==> src/rtl/dsce_pkg.sv <==
// ----------------------------------------------------------------------------
// dsce_pkg: shared types and constants for the DMX slot change event block
// Holds the command encoding between the front and the back end, the map
// entry modes, the engine state type and the priority encode helpers.
// ----------------------------------------------------------------------------
`default_nettype none
package dsce_pkg;

  localparam int CH_SLOTS   = 512;
  localparam int CH_W       = 9;
  localparam int MARK_WORDS = 16;
  localparam int MARK_BITS  = 32;
  localparam int MW_W       = 4;
  localparam int MB_W       = 5;

  // Map entry modes.
  localparam logic [1:0] MODE_OFF    = 2'd0;
  localparam logic [1:0] MODE_SINGLE = 2'd1;
  localparam logic [1:0] MODE_COARSE = 2'd2;
  localparam logic [1:0] MODE_FINE   = 2'd3;

  // Input opcodes.
  localparam logic [1:0] OP_MAP  = 2'd0;
  localparam logic [1:0] OP_SLOT = 2'd1;
  localparam logic [1:0] OP_READ = 2'd2;

  // Result kinds.
  localparam logic [1:0] RES_MAP_OK   = 2'd0;
  localparam logic [1:0] RES_CONFLICT = 2'd1;
  localparam logic [1:0] RES_EVENT    = 2'd2;
  localparam logic [1:0] RES_NONE     = 2'd3;

  typedef enum logic [1:0] {
    CMD_MAP,
    CMD_SLOT,
    CMD_READ,
    CMD_CONFLICT
  } cmd_kind_t;

  typedef struct packed {
    cmd_kind_t        kind;
    logic [CH_W-1:0]  ch;
    logic [CH_W-1:0]  pt;
    logic             pair;
    logic [7:0]       val;
  } cmd_t;

  typedef struct packed {
    logic [1:0]       kind;
    logic [CH_W-1:0]  ch;
    logic [15:0]      value;
    logic             wide;
  } result_t;

  typedef enum logic [2:0] {
    ST_CLEAR,
    ST_IDLE,
    ST_SLOT,
    ST_MAP_B,
    ST_MAP_A,
    ST_RD1,
    ST_RD2,
    ST_RD3
  } eng_state_t;

  // Index of the lowest set bit of a summary word.
  function automatic logic [MW_W-1:0] lowest_word(input logic [MARK_WORDS-1:0] v);
    logic [MW_W-1:0] idx;
    idx = '0;
    for (int i = MARK_WORDS - 1; i >= 0; i--) begin
      if (v[i]) idx = MW_W'(i);
    end
    return idx;
  endfunction

  // Index of the lowest set bit of a mark word.
  function automatic logic [MB_W-1:0] lowest_bit(input logic [MARK_BITS-1:0] v);
    logic [MB_W-1:0] idx;
    idx = '0;
    for (int i = MARK_BITS - 1; i >= 0; i--) begin
      if (v[i]) idx = MB_W'(i);
    end
    return idx;
  endfunction

endpackage
`default_nettype wire

==> src/rtl/dsce_front.sv <==
// ----------------------------------------------------------------------------
// dsce_front: input side of the DMX slot change event block
// Classifies each input item into a command and holds it in a two-entry
// queue for the back end. Ignored items never enter the queue.
// ----------------------------------------------------------------------------
`default_nettype none
module dsce_front #(
  parameter int NUM_CHANNELS = 512
) (
  input  wire logic                  clk,
  input  wire logic                  rst_n,
  input  wire logic                  push,
  output logic                       full,
  input  wire logic                  busy,
  input  wire logic [1:0]            in_opcode,
  input  wire logic [8:0]            in_channel_index,
  input  wire logic [8:0]            in_partner_index,
  input  wire logic                  in_is_pair,
  input  wire logic [7:0]            in_slot_value,
  output logic                       q_valid,
  output dsce_pkg::cmd_t             q_cmd,
  input  wire logic                  q_pop
);
  import dsce_pkg::*;

  localparam logic [CH_W:0] NCH = (CH_W+1)'(NUM_CHANNELS);

  cmd_t       ent_r [2];
  logic       wptr_r, rptr_r;
  logic [1:0] count_r, count_nxt;
  cmd_t       cls;
  logic       keep, xfer;
  logic       ch_ok, pt_ok;

  // Classify the incoming item.
  always_comb begin
    ch_ok    = {1'b0, in_channel_index} < NCH;
    pt_ok    = {1'b0, in_partner_index} < NCH;
    cls.ch   = in_channel_index;
    cls.pt   = in_partner_index;
    cls.pair = in_is_pair;
    cls.val  = in_slot_value;
    cls.kind = CMD_READ;
    keep     = 1'b0;
    unique case (in_opcode)
      OP_MAP: begin
        keep     = 1'b1;
        cls.kind = (ch_ok && (pt_ok || !in_is_pair)) ? CMD_MAP : CMD_CONFLICT;
      end
      OP_SLOT: begin
        keep     = ch_ok;
        cls.kind = CMD_SLOT;
      end
      OP_READ: begin
        keep     = 1'b1;
        cls.kind = CMD_READ;
      end
      default: keep = 1'b0;
    endcase
  end

  assign full    = busy || (count_r == 2'd2);
  assign xfer    = push && !full;
  assign q_valid = (count_r != 2'd0);
  assign q_cmd   = ent_r[rptr_r];

  always_comb begin
    count_nxt = count_r + 2'(xfer && keep) - 2'(q_pop);
  end

  // Queue pointers and fill count.
  always_ff @(posedge clk) begin
    if (!rst_n) begin
      wptr_r  <= 1'b0;
      rptr_r  <= 1'b0;
      count_r <= 2'd0;
    end else begin
      count_r <= count_nxt;
      if (xfer && keep) wptr_r <= !wptr_r;
      if (q_pop) rptr_r <= !rptr_r;
    end
  end

  // Queue storage.
  always_ff @(posedge clk) begin
    if (xfer && keep) begin
      ent_r[wptr_r] <= cls;
    end
  end

  a_count_bound: assert property (@(posedge clk) disable iff (!rst_n)
    count_r != 2'd3) else $error("command queue count out of range");
  a_pop_nonempty: assert property (@(posedge clk) disable iff (!rst_n)
    q_pop |-> count_r != 2'd0) else $error("pop from empty command queue");
  a_busy_full: assert property (@(posedge clk) disable iff (!rst_n)
    busy |-> full) else $error("transfer possible during clearing pass");

endmodule
`default_nettype wire

==> config.mk <==
export PLATFORM = sky130hd
export DESIGN_NAME = dsce_front
export DESIGN_NICKNAME = d
export VERILOG_FILES = /design/src/rtl/dsce_pkg.sv /design/src/rtl/dsce_front.sv
export SDC_FILE = /design/constraint.sdc
export NUM_CORES = 1
export LEC_CHECK = 0
export ABC_CLOCK_PERIOD_IN_PS = 2960
export BUFFER_PORTS_ARGS = -buffer_cell sky130_fd_sc_hd__buf_4
export CORE_MARGIN = 4
export CORE_UTILIZATION = 45
export DETAILED_ROUTE_END_ITERATION = 12
export GPL_ROUTABILITY_DRIVEN = 0
export PLACE_DENSITY = 0.67
export SYNTH_ARGS = -nofsm -noshare
export SYNTH_HDL_FRONTEND = slang
export SYNTH_SLANG_ARGS = --single-unit
export TNS_END_PERCENT = 1
==> constraint.sdc <==
create_clock -name clk -period 2.96 [get_ports clk]
set_input_delay 0.444 -clock clk [delete_from_list [all_inputs] [get_ports clk]]
set_output_delay 0.444 -clock clk [all_outputs]
set_load 0.01 [all_outputs]
# Word level (Yosys, flattened, before mapping)
# Memory sizes are Yosys's and may differ from the RTL's. A register that Yosys moved wholly into a read port is not among the register bits.
# Cells that the tools add are included.
[totals]
mem_bits_rw = 58
n_memories = 1
wordCells = 24
out_inout_bits = 31
regBits = 4
[mem_list]
columns = ["memory", "words", "word_bits", "read_ports", "rd_ports_with_merged_regs", "write_ports", "line", "rtl"]
rows = [
  ["ent_r", 2, 29, 1, 1, 1, "dsce_front.sv:28", "cmd_t ent_r [2];"],
]
[classes]
n_reduce_logical = 9
eq_ne = 3
n_addsub = 2
muxes = 6
[ops]
columns = ["op", "n"]
rows = [
  ["$mux W1", 5],
  ["$eq A2 B2 Y1 const B", 2],
  ["$pmux W2 S2", 1],
  ["$logic_not A1 Y1", 3],
  ["$reduce_or A3 Y1", 1],
  ["$add A2 B1 Y2", 1],
  ["$eq A2 B1 Y1 const B", 1],
  ["$logic_and A1 B1 Y1", 2],
  ["$logic_not A2 Y1", 1],
  ["$reduce_bool A2 Y1", 1],
  ["$sub A2 B1 Y2", 1],
  ["$logic_or A1 B1 Y1", 1],
]

# Longest topological paths before layout
[depth]
depth_word = 7
depth_mapped = 8

# Worst setup path after synthesis
# No wires, ideal clock.
[synth_timing]
kind = "input to register"
start = "input port busy"
end = "memory ent_r[0][0] (netlist bit) (enable)"
stages = 2
setup_time_ps = 415
arrival_time_ps = 1964
path_slack_ps = 581
path_buffers = 0
path_cell_list = "nand4b_1 > nor2_1"
[synth_via]
elab_chain_len = 6
[synth_rtl]
columns = ["element", "line", "rtl"]
rows = [
  ["start: declaration", "dsce_front.sv:14", "input wire logic busy,"],
  ["$logic_or A1 B1 Y1", "dsce_front.sv:62", "assign full = busy || (count_r == 2'd2);"],
  ["$logic_not A1 Y1", "dsce_front.sv:63", "assign xfer = push && !full;"],
  ["$logic_and A1 B1 Y1", "dsce_front.sv:63", ""],
  ["$logic_and A1 B1 Y1", "dsce_front.sv:86", "if (xfer && keep) begin"],
  ["$mux W1", "dsce_front.sv:86", ""],
  ["$mux W1 (not written as such)", "dsce_front.sv:87", "ent_r[wptr_r] <= cls;"],
  ["end: declaration", "dsce_front.sv:28", ""],
]
# Every way passes these cells.

==> results.md <==
- Status: complete, no violations
- Fin. Hold Viols: 0
- Pin count of the biggest net entering global routing: 21
- Yosys Warn Count: 0
- Final setup fails: 0
- Max Slew Vio Count: 0
- Area of the multi-input gates: 508 sq um
- Worst-Skew Late Latency: approximately 0.33 ns
- Max FO, Critical Path: 20
- Post-DP HPWL: 2920 um
- CTS hold repair buffers: 0
- Hold Startpoint: in_partner_index[4]
- Power Density: 655 mW/mm^2
- Hold Slack: 0.294 ns
- Crit Path Class: reg -> out
- Final worst path period share: ~80%
- Layout cell share with drive strength beyond 1: a little under three fifths
- Diode count: 0
- WL met2: 2130 um
- DRC viols: 0
- Mapped cell area: 0.00238 sq mm
- Synth area leaders: edfxtp_1 73%, mux2_2 9.0%, mux2_4 6.3%
- Fillers: 391
- Seq. cell area: 0.00184 sq mm
- Synth Register Bits: 63
- Initial antenna violation count: 0
- Worst-path clk slew: 0.07 ns
- Leak pwr: 0.00122 uW
- Min Tclk post-route: about 2.3 ns
- Post-cts gate resize count: 0
- Detailed-route via count: between 1000 and 1500
- Height of the die: slightly above 80 um
- Pre-CTS setup slack: 0.823 ns
- Worst Path Arrival: 1.86 ns
- Vias in the first global route: 1295
- IO Port Bufs: 64
- CP startpoint kind: flip-flop
- Area fraction of the dominant cell type after synthesis: 73.1%
- Initial drt markers: 66
- IO Count: 65
- Async S/R FF share, synth: 0%
- Drt pass-1 iters: 4
- Count leader, synth: edfxtp_1
- Die width: 80.8 um
- Clock skew: 0.00675 ns
- Clk buf depth: 2
- Metal3 WL: approximately 300 um
- Final worst slack: 0.657 ns
- Total congestion overflow: 0
- Clock H-tree levels: 3
- Required time of the critical path: 2.52 ns
- Max Cap Viol: 0
- M1 wire length: 1700 um
- CTS tree: yes
- Peak VDD IR: 0.000341 V
- Number of cell rows: 26
- Max layer used: met4
- HP Class: in -> reg
- Fin Setup TNS: 0 ns
- Vias/cell: 4.72
- First-pass GRT wire length: 6290 um
- Postcts setup bufs: 0
- GRT Overall Usage: between 10% and 20%
- Syn Nets: about 150
- Final nets: 228
- Initial Util: 46.7%
- Post-synthesis cell count: approximately 120
- RSZ-0062 raised after global routing: false
- Worst r2r src: count_r[0]
- Number of routed nets with antenna violations: 0
- Dominant synthesized flop cell: edfxtp_1
- Clock buffer count from CTS: 9
- Area grow syn2layout: 32.1%
- DR WL/cell: 15.8 um
- Max-slew headroom: 66.3%
- Synthesized area per cell: a little over 20 sq um
- Cell taking the most area after synthesis: edfxtp_1
- Final wirelength: roughly 4200 um
- Number of synthesized flops with an enable pin: 58
- Clk root buf: clkbuf_8
- Die area: 0.00653 sq mm
- Seq/Total Area, Yosys: 77.3%
- Synth unique cells: 19
- F_max: 434 MHz
- Crit end category: primary output
- CORE AREA: 0.00511 sq mm
- Least-Margin Pin Slew: 0.505 ns
- Sink Count: 63
- Top cells by count, synth: 58 x edfxtp_1, 19 x mux2_2, 10 x mux2_4, 5 x dfxtp_1, 4 x and2_1
-- state kept, by name, summed over array words and instances (netlist names), named ones only --
name and cells:
count_r 2, wptr_r 1, rptr_r 1, ent_r 58
-- layout make-up --
class / instances / area share [%]
multi-input combinational: 49 / 16.1
clock inverter: 5 / 2.34
tap: 70 / 2.78
clock buffer: 10 / 4.05
timing repair buffer: 67 / 16.0
inverter: 2 / 0.238
sequential: 63 / 58.5
-- per-stage QoR --
| step | total power [uW] | cell area (sq um) | instances | utilization, % |
|---|---|---|---|---|
| floorplan | 1200 | 2380 | 118 | - |
| global placement | 1310 | 2950 | 251 | 57.7 |
| detailed placement | 1320 | 2950 | 251 | 57.7 |
| CTS | 2090 | 3150 | 266 | 61.7 |
| global route | 2150 | 3150 | 266 | 61.7 |
| finish | 2060 | 3150 | 266 | 61.7 |
-- where the power goes --
| part | total [uW] | internal (uW) | switching (uW) | leakage [uW] |
|---|---|---|---|---|
| clock | 763 | 464 | 299 | 0.000104 |
| combinational | 263 | 151 | 111 | 0.000543 |
| sequential | 1040 | 1020 | 18.4 | 0.000570 |
-- metal layers --
layer	vias up	global-route usage, %
li1	592	-
met1	614	14.5
met2	40	23.3
met3	9	6.87
met4	0	7.09
met5	-	0
-- kinds of logic (layout without fill, tap and decap cells) --
kind of cell,count (synthesis),after routing,share of synthesized area (%)
xor gates and xnor gates,3,3,1.10
adders and majority gates,2,2,1.05
buffers and inverters,6,84,1.63
DFF,63,63,77.3
muxes,30,30,15.7
and+or+nand+nor,14,14,3.25
-- critical path, stage by stage (launching register included) --
cell and delay [ns]:
dfxtp_1 0.59, buf_4 0.40, mux2_2 0.39, buf_4 0.15
-- path summary, 6_finish.rpt --
kind	end	slack (ns)	cells after the start
setup / recovery	q_cmd[10]	0.66	3
hold / removal	ent_r[0][13]	0.29	1
setup reg to reg	ent_r[1][28]	1.05	4
hold reg to reg	wptr_r	0.49	2
-- cells in the final DEF (no fill, tap or decap), types with 2 or more instances in the layout --
cell type,instances
buf_4,67
edfxtp_1,58
mux2_2,19
mux2_4,10
clkbuf_8,9
dfxtp_1,5
and2_1,4
nand2_1,3
inv_1,2
nand2b_1,2
nor2_2,2
xnor2_1,2
ha_1,2
bufinv_16,2
clkinv_2,2
Note: power is estimated with default switching activity, not from simulation.
